==> config.mk <==
export PLATFORM = sky130hd
export DESIGN_NAME = pcm_linear_crossfade
export DESIGN_NICKNAME = d
export VERILOG_FILES = /design/src/hw/rtl/pcf_pkg.sv /design/src/hw/rtl/pcf_tail_ram.sv /design/src/hw/rtl/pcf_div.sv /design/src/hw/rtl/pcm_linear_crossfade.sv
export SDC_FILE = /design/constraint.sdc
export NUM_CORES = 2
export LEC_CHECK = 0
export BUFFER_PORTS_ARGS = -buffer_cell sky130_fd_sc_hd__buf_4
export CELL_PAD_IN_SITES_DETAIL_PLACEMENT = 2
export CELL_PAD_IN_SITES_GLOBAL_PLACEMENT = 2
export CORE_UTILIZATION = 45
export CTS_BUF_LIST = sky130_fd_sc_hd__clkbuf_8 sky130_fd_sc_hd__clkbuf_16
export CTS_CLUSTER_SIZE = 40
export DETAILED_ROUTE_END_ITERATION = 10
export PLACE_DENSITY = 0.79
export SYNTH_ARGS = -nofsm -noshare
export SYNTH_HDL_FRONTEND = slang
export SYNTH_SLANG_ARGS = --single-unit
==> constraint.sdc <==
create_clock -name clk -period 10.5 [get_ports clk]
set_clock_uncertainty 0.15 [all_clocks]
set_input_delay 0 -clock clk [delete_from_list [all_inputs] [get_ports clk]]
set_output_delay 0 -clock clk [all_outputs]
set_load 0.05 [all_outputs]
==> src/hw/rtl/pcf_pkg.sv <==
// Shared types and constants of the PCM linear crossfade block.
// Field widths, divider sizing and output clamp limits; no dependencies.
`timescale 1ns / 1ps

package pcf_pkg;

	localparam int SAMPLE_W  = 16;
	localparam int RLEN_W    = 16;
	localparam int CFG_W     = 7;
	localparam int S_TDATA_W = SAMPLE_W + RLEN_W;
	localparam int M_TDATA_W = SAMPLE_W;

	localparam logic [CFG_W-1:0] CFG_RESET = 7'd32;

	// The rounded quotient never exceeds 32768, so 18 quotient bits suffice.
	localparam int DIV_QW    = 18;
	localparam int DIV_STEPS = DIV_QW / 2;

	typedef logic signed [SAMPLE_W-1:0] sample_t;

	localparam sample_t SAMPLE_MAX = 16'sh7FFF;
	localparam sample_t SAMPLE_MIN = 16'sh8000;

	localparam logic [DIV_QW-1:0] Q_POS_LIM = 18'd32767;
	localparam logic [DIV_QW-1:0] Q_NEG_LIM = 18'd32768;

endpackage

==> src/hw/rtl/pcf_tail_ram.sv <==
// Tail sample store: one write port and one registered read port.
// Uses pcf_pkg for the sample type.
`timescale 1ns / 1ps

module pcf_tail_ram
	import pcf_pkg::*;
#(
	parameter int AW    = 6,
	parameter int DEPTH = 64
) (
	input  logic          clk,
	input  logic          we,
	input  logic [AW-1:0] waddr,
	input  sample_t       wdata,
	input  logic          re,
	input  logic [AW-1:0] raddr,
	output sample_t       rdata
);

	sample_t mem [DEPTH];

	always_ff @(posedge clk) begin
		if (we) begin
			mem[waddr] <= wdata;
		end
	end

	// Hold the read data until the next read.
	always_ff @(posedge clk) begin
		if (re) begin
			rdata <= mem[raddr];
		end
	end

endmodule

==> src/hw/rtl/pcf_div.sv <==
// Iterative restoring divider, two quotient bits per cycle.
// Uses pcf_pkg for the quotient width and step count.
`timescale 1ns / 1ps

module pcf_div
	import pcf_pkg::*;
#(
	parameter int DW = 26,
	parameter int VW = 8
) (
	input  logic              clk,
	input  logic              arst_n,
	input  logic              start,
	input  logic [DW-1:0]     dividend,
	input  logic [VW-1:0]     divisor,
	output logic              done,
	output logic [DIV_QW-1:0] quotient
);

	localparam int CW = (DIV_STEPS > 1) ? $clog2(DIV_STEPS) : 1;

	logic              busy_q;
	logic              done_q;
	logic [CW-1:0]     cnt_q;
	logic [VW-1:0]     rem_q;
	logic [VW-1:0]     div_q;
	logic [DIV_QW-1:0] quo_q;
	logic [VW:0]       step1;
	logic [VW:0]       step2;

	// One restoring step: returns {quotient bit, new remainder}.
	function automatic logic [VW:0] div_step(input logic [VW-1:0] r, input logic b,
			input logic [VW-1:0] d);
		logic [VW:0] t;
		logic [VW:0] dx;
		t  = {r, b};
		dx = {1'b0, d};
		if (t >= dx) begin
			t = t - dx;
			return {1'b1, t[VW-1:0]};
		end
		return {1'b0, t[VW-1:0]};
	endfunction

	assign step1 = div_step(rem_q, quo_q[DIV_QW-1], div_q);
	assign step2 = div_step(step1[VW-1:0], quo_q[DIV_QW-2], div_q);

	always_ff @(posedge clk or negedge arst_n) begin
		if (!arst_n) begin
			busy_q <= 1'b0;
			done_q <= 1'b0;
			cnt_q  <= '0;
		end else begin
			done_q <= 1'b0;
			if (start) begin
				busy_q <= 1'b1;
				cnt_q  <= '0;
			end else if (busy_q) begin
				cnt_q <= cnt_q + 1'b1;
				if (cnt_q == CW'(DIV_STEPS - 1)) begin
					busy_q <= 1'b0;
					done_q <= 1'b1;
				end
			end
		end
	end

	// The upper dividend bits start below the divisor since the quotient fits.
	always_ff @(posedge clk) begin
		if (start) begin
			rem_q <= VW'(dividend >> DIV_QW);
			quo_q <= dividend[DIV_QW-1:0];
			div_q <= divisor;
		end else if (busy_q) begin
			rem_q <= step2[VW-1:0];
			quo_q <= {quo_q[DIV_QW-3:0], step1[VW], step2[VW]};
		end
	end

	assign done     = done_q;
	assign quotient = quo_q;

endmodule

==> src/hw/rtl/pcm_linear_crossfade.sv <==
// Top level of the PCM linear crossfade: sequencer, blend datapath, output register.
// Uses pcf_pkg, pcf_tail_ram and pcf_div.
`timescale 1ns / 1ps

// Joins a left and a right chunk of signed 16-bit PCM with a linear crossfade.
// Left samples (s_tuser = 0) are delayed through a tail store that keeps the
// last min(overlap_length, MAX_OVERLAP) samples; older samples leave as results.
// The first right item (s_tuser = 1) carries the right length in s_tdata[31:16];
// the effective overlap n is the least of the cap, the held tail and that length,
// raised to one where the item would otherwise give over MAX_OVERLAP results.
// Surplus tail samples are emitted first, then right sample k < n is blended
// with the k-th remaining tail sample as (L*(n-k)+R*k)/n, rounded half away from
// zero and clamped; later right samples pass straight through. A right length
// of zero flushes the tail. m_tlast marks the final result of each input
// transfer; an input transfer can cause no result at all. One item is worked at
// a time and s_tready is high only while the sequencer is idle, also while a
// result still waits in the output register. A left sample is pushed, after a
// pop when the store is full, and then drains surplus; a blended right sample
// reads the tail, multiplies, sums and waits on the two-bit-per-cycle divider,
// and a pass-through one skips these steps. The tail store is one memory of
// 2**ceil(log2(MAX_OVERLAP)) samples with a registered read; the sequencer
// never reads and writes it in the same cycle, and it needs no clearing pass.
module pcm_linear_crossfade
	import pcf_pkg::*;
#(
	parameter int MAX_OVERLAP = 64
) (
	input  logic                 clk,
	input  logic                 arst_n,
	input  logic                 s_tvalid,
	output logic                 s_tready,
	input  logic [S_TDATA_W-1:0] s_tdata,   // [15:0] in_sample, [31:16] right_length
	input  logic                 s_tuser,   // [0] op: 0 left sample, 1 right item
	output logic                 m_tvalid,
	input  logic                 m_tready,
	output logic [M_TDATA_W-1:0] m_tdata,   // [15:0] out_sample
	output logic                 m_tlast,   // run_last
	input  logic                 cfg_we,
	input  logic [CFG_W-1:0]     cfg_wdata  // overlap_length
);

	localparam int AW    = (MAX_OVERLAP > 1) ? $clog2(MAX_OVERLAP) : 1;
	localparam int DEPTH = 1 << AW;
	localparam int NW    = $clog2(MAX_OVERLAP + 1);
	localparam int PW    = SAMPLE_W + NW + 1;
	localparam int NUMW  = SAMPLE_W + NW + 2;
	localparam int DW    = NUMW + 1;
	localparam int VW    = NW + 1;

	localparam logic [3:0] S_IDLE     = 4'd0;
	localparam logic [3:0] S_POP_RD   = 4'd1;
	localparam logic [3:0] S_POP_OUT  = 4'd2;
	localparam logic [3:0] S_PUSH     = 4'd3;
	localparam logic [3:0] S_RIGHT    = 4'd4;
	localparam logic [3:0] S_MUL      = 4'd5;
	localparam logic [3:0] S_SUM      = 4'd6;
	localparam logic [3:0] S_DIVGO    = 4'd7;
	localparam logic [3:0] S_DIV      = 4'd8;
	localparam logic [3:0] S_BL_OUT   = 4'd9;
	localparam logic [3:0] S_PASS_OUT = 4'd10;

	// What the current run of tail pops belongs to.
	localparam logic [1:0] M_PRE     = 2'd0;  // pop before a push into a full store
	localparam logic [1:0] M_DRAIN   = 2'd1;  // pops after a push
	localparam logic [1:0] M_FLUSH   = 2'd2;  // empty right chunk
	localparam logic [1:0] M_SURPLUS = 2'd3;  // surplus ahead of the blend

	localparam logic [NW-1:0]     MAX_N  = NW'(MAX_OVERLAP);
	localparam logic [RLEN_W-1:0] RIDX_SAT = {RLEN_W{1'b1}};

	// Control state
	logic [3:0]        state_q, state_d;
	logic [1:0]        mode_q, mode_d;
	logic [CFG_W-1:0]  ovl_q;
	logic [NW-1:0]     fill_q, fill_d;
	logic [AW-1:0]     head_q, head_d;
	logic [NW-1:0]     eff_q, eff_d;
	logic [RLEN_W-1:0] ridx_q, ridx_d;
	logic              phase_q, phase_d;
	logic [NW-1:0]     cnt_q, cnt_d;
	logic [NW-1:0]     k_q, k_d;
	logic              m_tvalid_q;
	logic              m_tlast_q;

	// Payload
	sample_t               samp_q;
	sample_t               m_data_q;
	logic signed [PW-1:0]  prod_a_s2;
	logic signed [PW-1:0]  prod_b_s2;
	logic signed [NUMW-1:0] num_s3;

	// Memory and divider hookup
	logic          ram_we, ram_re;
	logic [AW-1:0] ram_waddr, ram_raddr;
	sample_t       ram_rdata;
	logic          div_start, div_done;
	logic [DW-1:0] div_dividend;
	logic [VW-1:0] div_divisor;
	logic [DIV_QW-1:0] div_quo;

	// Output staging
	logic    out_load;
	sample_t out_data;
	logic    out_last;
	logic    out_free;

	// Decode helpers
	logic              in_xfer;
	sample_t           in_sample;
	logic [RLEN_W-1:0] in_rlen;
	logic [NW-1:0]     cap;
	logic [NW-1:0]     eff_a, eff_b, eff_c;
	logic [NW:0]       surplus;
	logic [NW:0]       fill_p1;
	logic              drain_more;
	logic              num_neg;
	logic [NUMW-1:0]   num_u;
	logic [DW-1:0]     div_opa, div_opb;
	sample_t           blend_val;
	logic signed [NW:0] w_nk, w_k;

	assign in_xfer   = s_tvalid && s_tready;
	assign in_sample = sample_t'(s_tdata[SAMPLE_W-1:0]);
	assign in_rlen   = s_tdata[S_TDATA_W-1:SAMPLE_W];
	assign s_tready  = (state_q == S_IDLE);
	assign out_free  = !m_tvalid_q || m_tready;

	// Cap the requested overlap at the store bound.
	assign cap = (ovl_q < CFG_W'(MAX_OVERLAP)) ? NW'(ovl_q) : MAX_N;

	// Effective overlap for the first right item.
	assign eff_a   = (fill_q < cap) ? fill_q : cap;
	assign eff_b   = (in_rlen < RLEN_W'(eff_a)) ? NW'(in_rlen) : eff_a;
	assign surplus = (NW+1)'(fill_q) - (NW+1)'(eff_b) + (NW+1)'(1);
	assign eff_c   = (surplus > (NW+1)'(MAX_OVERLAP))
		? NW'((NW+1)'(fill_q) + (NW+1)'(1) - (NW+1)'(MAX_OVERLAP)) : eff_b;

	// Drain test after a push: store one deeper than now.
	assign fill_p1    = (NW+1)'(fill_q) + (NW+1)'(1);
	assign drain_more = (fill_p1 > (NW+1)'(cap)) && (cnt_q < MAX_N);

	// Divider operands: 2*|num| + n, with |num| = ~num + 1 when negative.
	assign num_neg      = num_s3[NUMW-1];
	assign num_u        = num_s3;
	assign div_opa      = num_neg ? {~num_u, 1'b0} : {num_u, 1'b0};
	assign div_opb      = num_neg ? DW'(eff_q) + DW'(2) : DW'(eff_q);
	assign div_dividend = div_opa + div_opb;
	assign div_divisor  = {eff_q, 1'b0};

	// Restore the sign and clamp.
	always_comb begin
		logic [DIV_QW-1:0] neg_q;
		neg_q = '0 - div_quo;
		if (num_neg) begin
			blend_val = (div_quo > Q_NEG_LIM) ? SAMPLE_MIN : sample_t'(neg_q[SAMPLE_W-1:0]);
		end else begin
			blend_val = (div_quo > Q_POS_LIM) ? SAMPLE_MAX : sample_t'(div_quo[SAMPLE_W-1:0]);
		end
	end

	assign w_nk = {1'b0, eff_q - k_q};
	assign w_k  = {1'b0, k_q};

	// Sequencer
	always_comb begin
		state_d   = state_q;
		mode_d    = mode_q;
		fill_d    = fill_q;
		head_d    = head_q;
		eff_d     = eff_q;
		ridx_d    = ridx_q;
		phase_d   = phase_q;
		cnt_d     = cnt_q;
		k_d       = k_q;
		ram_we    = 1'b0;
		ram_re    = 1'b0;
		ram_waddr = head_q + AW'(fill_q);
		ram_raddr = head_q;
		out_load  = 1'b0;
		out_data  = ram_rdata;
		out_last  = 1'b0;
		div_start = 1'b0;

		unique case (state_q)
			S_IDLE: begin
				if (in_xfer) begin
					cnt_d = '0;
					if (!s_tuser) begin
						if (phase_q) begin
							// New left chunk: drop whatever tail was not blended.
							phase_d = 1'b0;
							fill_d  = '0;
							head_d  = '0;
							eff_d   = '0;
							ridx_d  = '0;
							state_d = S_PUSH;
						end else if (fill_q >= MAX_N) begin
							mode_d  = M_PRE;
							state_d = S_POP_RD;
						end else begin
							state_d = S_PUSH;
						end
					end else if (phase_q) begin
						state_d = S_RIGHT;
					end else if (in_rlen == '0) begin
						// Empty right chunk: flush the tail, stay in the left phase.
						if (fill_q != '0) begin
							mode_d  = M_FLUSH;
							state_d = S_POP_RD;
						end
					end else begin
						phase_d = 1'b1;
						eff_d   = eff_c;
						ridx_d  = '0;
						if (fill_q > eff_c) begin
							mode_d  = M_SURPLUS;
							state_d = S_POP_RD;
						end else begin
							state_d = S_RIGHT;
						end
					end
				end
			end
			S_POP_RD: begin
				ram_re  = 1'b1;
				head_d  = head_q + 1'b1;
				fill_d  = fill_q - 1'b1;
				cnt_d   = cnt_q + 1'b1;
				state_d = S_POP_OUT;
			end
			S_POP_OUT: begin
				if (out_free) begin
					out_load = 1'b1;
					case (mode_q)
						M_PRE: begin
							out_last = !drain_more;
							state_d  = S_PUSH;
						end
						M_DRAIN: begin
							out_last = !((fill_q > cap) && (cnt_q < MAX_N));
							state_d  = out_last ? S_IDLE : S_POP_RD;
						end
						M_FLUSH: begin
							out_last = (fill_q == '0);
							state_d  = out_last ? S_IDLE : S_POP_RD;
						end
						default: begin
							out_last = 1'b0;
							state_d  = (fill_q > eff_q) ? S_POP_RD : S_RIGHT;
						end
					endcase
				end
			end
			S_PUSH: begin
				ram_we = 1'b1;
				fill_d = fill_q + 1'b1;
				if (drain_more) begin
					mode_d  = M_DRAIN;
					state_d = S_POP_RD;
				end else begin
					state_d = S_IDLE;
				end
			end
			S_RIGHT: begin
				if (ridx_q != RIDX_SAT) begin
					ridx_d = ridx_q + 1'b1;
				end
				if ((ridx_q < RLEN_W'(eff_q)) && (fill_q != '0)) begin
					ram_re  = 1'b1;
					head_d  = head_q + 1'b1;
					fill_d  = fill_q - 1'b1;
					k_d     = NW'(ridx_q);
					state_d = S_MUL;
				end else begin
					state_d = S_PASS_OUT;
				end
			end
			S_MUL: begin
				state_d = S_SUM;
			end
			S_SUM: begin
				state_d = S_DIVGO;
			end
			S_DIVGO: begin
				div_start = 1'b1;
				state_d   = S_DIV;
			end
			S_DIV: begin
				if (div_done) begin
					state_d = S_BL_OUT;
				end
			end
			S_BL_OUT: begin
				if (out_free) begin
					out_load = 1'b1;
					out_data = blend_val;
					out_last = 1'b1;
					state_d  = S_IDLE;
				end
			end
			S_PASS_OUT: begin
				if (out_free) begin
					out_load = 1'b1;
					out_data = samp_q;
					out_last = 1'b1;
					state_d  = S_IDLE;
				end
			end
			default: begin
				state_d = S_IDLE;
			end
		endcase
	end

	always_ff @(posedge clk or negedge arst_n) begin
		if (!arst_n) begin
			state_q    <= S_IDLE;
			mode_q     <= M_PRE;
			ovl_q      <= CFG_RESET;
			fill_q     <= '0;
			head_q     <= '0;
			eff_q      <= '0;
			ridx_q     <= '0;
			phase_q    <= 1'b0;
			cnt_q      <= '0;
			k_q        <= '0;
			m_tvalid_q <= 1'b0;
			m_tlast_q  <= 1'b0;
		end else begin
			state_q <= state_d;
			mode_q  <= mode_d;
			fill_q  <= fill_d;
			head_q  <= head_d;
			eff_q   <= eff_d;
			ridx_q  <= ridx_d;
			phase_q <= phase_d;
			cnt_q   <= cnt_d;
			k_q     <= k_d;
			if (cfg_we) begin
				ovl_q <= cfg_wdata;
			end
			// Hold the result until the transfer completes.
			if (out_load) begin
				m_tvalid_q <= 1'b1;
				m_tlast_q  <= out_last;
			end else if (m_tready) begin
				m_tvalid_q <= 1'b0;
			end
		end
	end

	// Datapath registers
	always_ff @(posedge clk) begin
		if (in_xfer) begin
			samp_q <= in_sample;
		end
		if (out_load) begin
			m_data_q <= out_data;
		end
		if (state_q == S_MUL) begin
			prod_a_s2 <= PW'(ram_rdata) * PW'(w_nk);
			prod_b_s2 <= PW'(samp_q) * PW'(w_k);
		end
		if (state_q == S_SUM) begin
			num_s3 <= NUMW'(prod_a_s2) + NUMW'(prod_b_s2);
		end
	end

	pcf_tail_ram #(
		.AW   (AW),
		.DEPTH(DEPTH)
	) u_tail_ram (
		.clk  (clk),
		.we   (ram_we),
		.waddr(ram_waddr),
		.wdata(samp_q),
		.re   (ram_re),
		.raddr(ram_raddr),
		.rdata(ram_rdata)
	);

	pcf_div #(
		.DW(DW),
		.VW(VW)
	) u_div (
		.clk     (clk),
		.arst_n  (arst_n),
		.start   (div_start),
		.dividend(div_dividend),
		.divisor (div_divisor),
		.done    (div_done),
		.quotient(div_quo)
	);

	assign m_tvalid = m_tvalid_q;
	assign m_tdata  = m_data_q;
	assign m_tlast  = m_tlast_q;

`ifndef NO_ASSERTIONS
	a_fill_bound: assert property (@(posedge clk) disable iff (!arst_n)
		fill_q <= MAX_N)
		else $error("tail fill above bound");

	a_load_free: assert property (@(posedge clk) disable iff (!arst_n)
		out_load |-> (!m_tvalid_q || m_tready))
		else $error("output register overwritten before transfer");

	a_tail_track: assert property (@(posedge clk) disable iff (!arst_n)
		(state_q == S_IDLE && phase_q && ridx_q < RLEN_W'(eff_q)) |->
		((RLEN_W+1)'(fill_q) + (RLEN_W+1)'(ridx_q) == (RLEN_W+1)'(eff_q)))
		else $error("tail fill out of step with blend index");

	a_div_done: assert property (@(posedge clk) disable iff (!arst_n)
		div_done |-> (state_q == S_DIV))
		else $error("divider finished outside the divide wait");
`endif

endmodule

==> metrics.csv <==
metric,value,unit
outcome,"complete, no violations",
clock.fmax,102.3,MHz
critPathLaunchType,register,
cp.arrival,10280,ps
synth_seq_area_share,0.6019,
rsz0062_at_grt,no,
tightest_slew,1368,ps
clock-sinks,1250,
area_growth_syn_to_layout,13.75,%
cap_violations,0,
die_area,138700,um^2
cp.required,11000,ps
cts.path.max_buffers,3,
grt_pass1_vias,41890,
cts_tree,done,
seq_area,37190,um^2
overflow,0,
hp-class,input pin to register,
cts_max_level,4,
yosys_warnings,0,
hold_depth,4,
fin_crit,9778,ps
drt_pre_antenna_iters,5,
drv_slew,0,
reg2reg_from,ovl_q[6],
die_h,372.5,um
crit_fanout,20,
setup_viol,0,
core-area,135800,um^2
criticalPathCategory,register to register,
final_util,0.5173,
netlist_top_cells_count,"edfxtp_1 (1,178), mux4_2 (336), inv_1 (293)",
start_util,0.4548,
syn-num-nets,4363,
io_pins,64,
synth_area_leaders,"edfxtp_1 (57%), mux4_2 (12%), fa_1 (5.8%)",
yosysMostFrequentCell,edfxtp_1,
synth-edff-count,1178,
syn_area_per_cell,15.76,um^2
clock_latency,800,ps
synth_top_area_cell,edfxtp_1,
max_slew_margin,0.08679,
grt_pass1_wl,322000,um
fillCellCount,12290,
min_to,mode_q[1],
wl_per_cell,37.01,um
fin_cells,6071,
portBuffers,63,
cpMaxStageDelayCell,dlygate4sd3_1,
die_x,372.5,um
end_kind,register,
vias,38850,
r2r_setup_slack,720,ps
yosysTopAreaCellShare,0.5727,
cp_common_cell,ha_1,
worstReg2RegEnd,mode_q[0],
syn_inst,3918,
synth_ff_type,edfxtp_1,
grt_use_total,0.3297,
cts_buffers,138,
antenna_found_initial,9,
gp_routability_congestion,0.8362,
drc_errors,0,
clock-root-buffer,clkbuf_16,
min-delay-start,s_tuser,
hpwlAfterDp,135400,um
synth-seq-cells,1250,
finalNetCount,4618,
worst_r2r_path_depth,34,
wirelength,224700,um
drtIter0Drc,3873,
yosysUniqueCellTypes,79,
ant_nets,0,
critPathMaxStageDelay,580,ps
clk_pin_slew,60,ps
period_share,0.9312,
dp.cells,5733,
viasPerCell,6.399,
syn-cell-area,61760,um^2
multi_input_area,22960,um^2
drive_above_1_share,0.1829,
fp-row-count,135,
async_flop_share,0.05760,
grt_max_degree,72,
final.setup.tns,0,ps
hold_viol,0,
layout make-up:
cell class              instances  share of cell area
well taps                    1781             0.03172
clock buffers                 145             0.05085
diodes                          4           0.0001425
clock inverters               108             0.01448
inverters                     297             0.01587
repair buffers                260             0.03085
multi-input cells            2226              0.3268
flip-flops and latches       1250              0.5293
how the worst max path moves through the flow:
stage | cells after the start | end | startpoint
2_1_floorplan | 40 | mode_q[1] | ovl_q[6]
3_3_place_gp | 32 | mode_q[1] | ovl_q[6]
3_5_place_dp | 32 | mode_q[1] | ovl_q[6]
4_1_cts | 33 | mode_q[0] | ovl_q[6]
5_1_grt | 38 | mode_q[0] | ovl_q[6]
6_report | 34 | mode_q[0] | ovl_q[6]
through the flow:
stage          instance area (um^2)  hold slack [ps]  worst slack, ps
5_1_grt                       70250            122.6            95.97
4_1_cts                       70240            126.9            422.4
3_5_place_dp                  64840           -284.4             1081
2_1_floorplan                 61760           -445.6             2341
3_3_place_gp                  64840           -283.5             1523
6_report                      70260            109.1            722.4
state kept, by name (all words and copies together), names as in the netlist, 7 cells and up:
register	cells
prod_a_s2	24
ovl_q	7
m_tdata	16
fill_q	7
eff_q	7
k_q	7
num_s3	25
prod_b_s2	24
u_div.div_q	7
u_tail_ram.rdata	16
u_div.rem_q	8
ridx_q	16
u_tail_ram.mem	1024
u_div.quotient	18
cnt_q	7
samp_q	16
what timing repair did:
action	in CTS	in global routing
hold buffers	81	0
resized for setup	0	4
setup buffers	0	0
endpoints found under the setup margin	0	2
hold endpoints to repair	115	0
cell usage in the layout, fill, tap and decap left out, types with 67 or more instances in the layout:
cell / n
a21oi_1: 126
and2_1: 165
buf_4: 178
clkbuf_16: 140
dfrtp_1: 67
dlygate4sd3_1: 81
edfxtp_1: 1178
fa_1: 180
ha_1: 220
inv_1: 313
mux4_2: 336
nand2_1: 183
nor2_1: 215
o21ai_0: 102
xnor2_1: 102
worst max-delay path: cells and delay by family, from the launching register on:
kind                       cells  cell delay [ps]
AOI/OAI and AO/OA             14             3720
and+or+nand+nor                8             1970
adders and majority gates      5             1550
buffers and inverters          3              990
muxes                          3              780
DFF                            1              380
xor gates and xnor gates       1               90
cell families (layout without fill, tap and decap cells):
group | count (synthesis) | in the layout | synth area share
and+or+nand+nor | 829 | 829 | 0.06726
muxes | 378 | 378 | 0.1298
xor gates and xnor gates | 151 | 151 | 0.02141
other | 0 | 4 | 0
DFF | 1250 | 1250 | 0.6019
adders and majority gates | 400 | 400 | 0.1029
buffers and inverters | 442 | 810 | 0.02702
AOI/OAI and AO/OA | 468 | 468 | 0.04971
routing by layer:
| metal | track usage | wire, um | up-vias |
|---|---|---|---|
| met5 | 0 | 56 | - |
| met1 | 0.4057 | 84820 | 20920 |
| li1 | - | - | 15400 |
| met4 | 0.1721 | 13690 | 8 |
| met3 | 0.05593 | 14220 | 615 |
| met2 | 0.5584 | 111900 | 1899 |
Power is not shown: default switching activity piles up to over one toggle a cycle in this logic, so the estimate is an artifact.
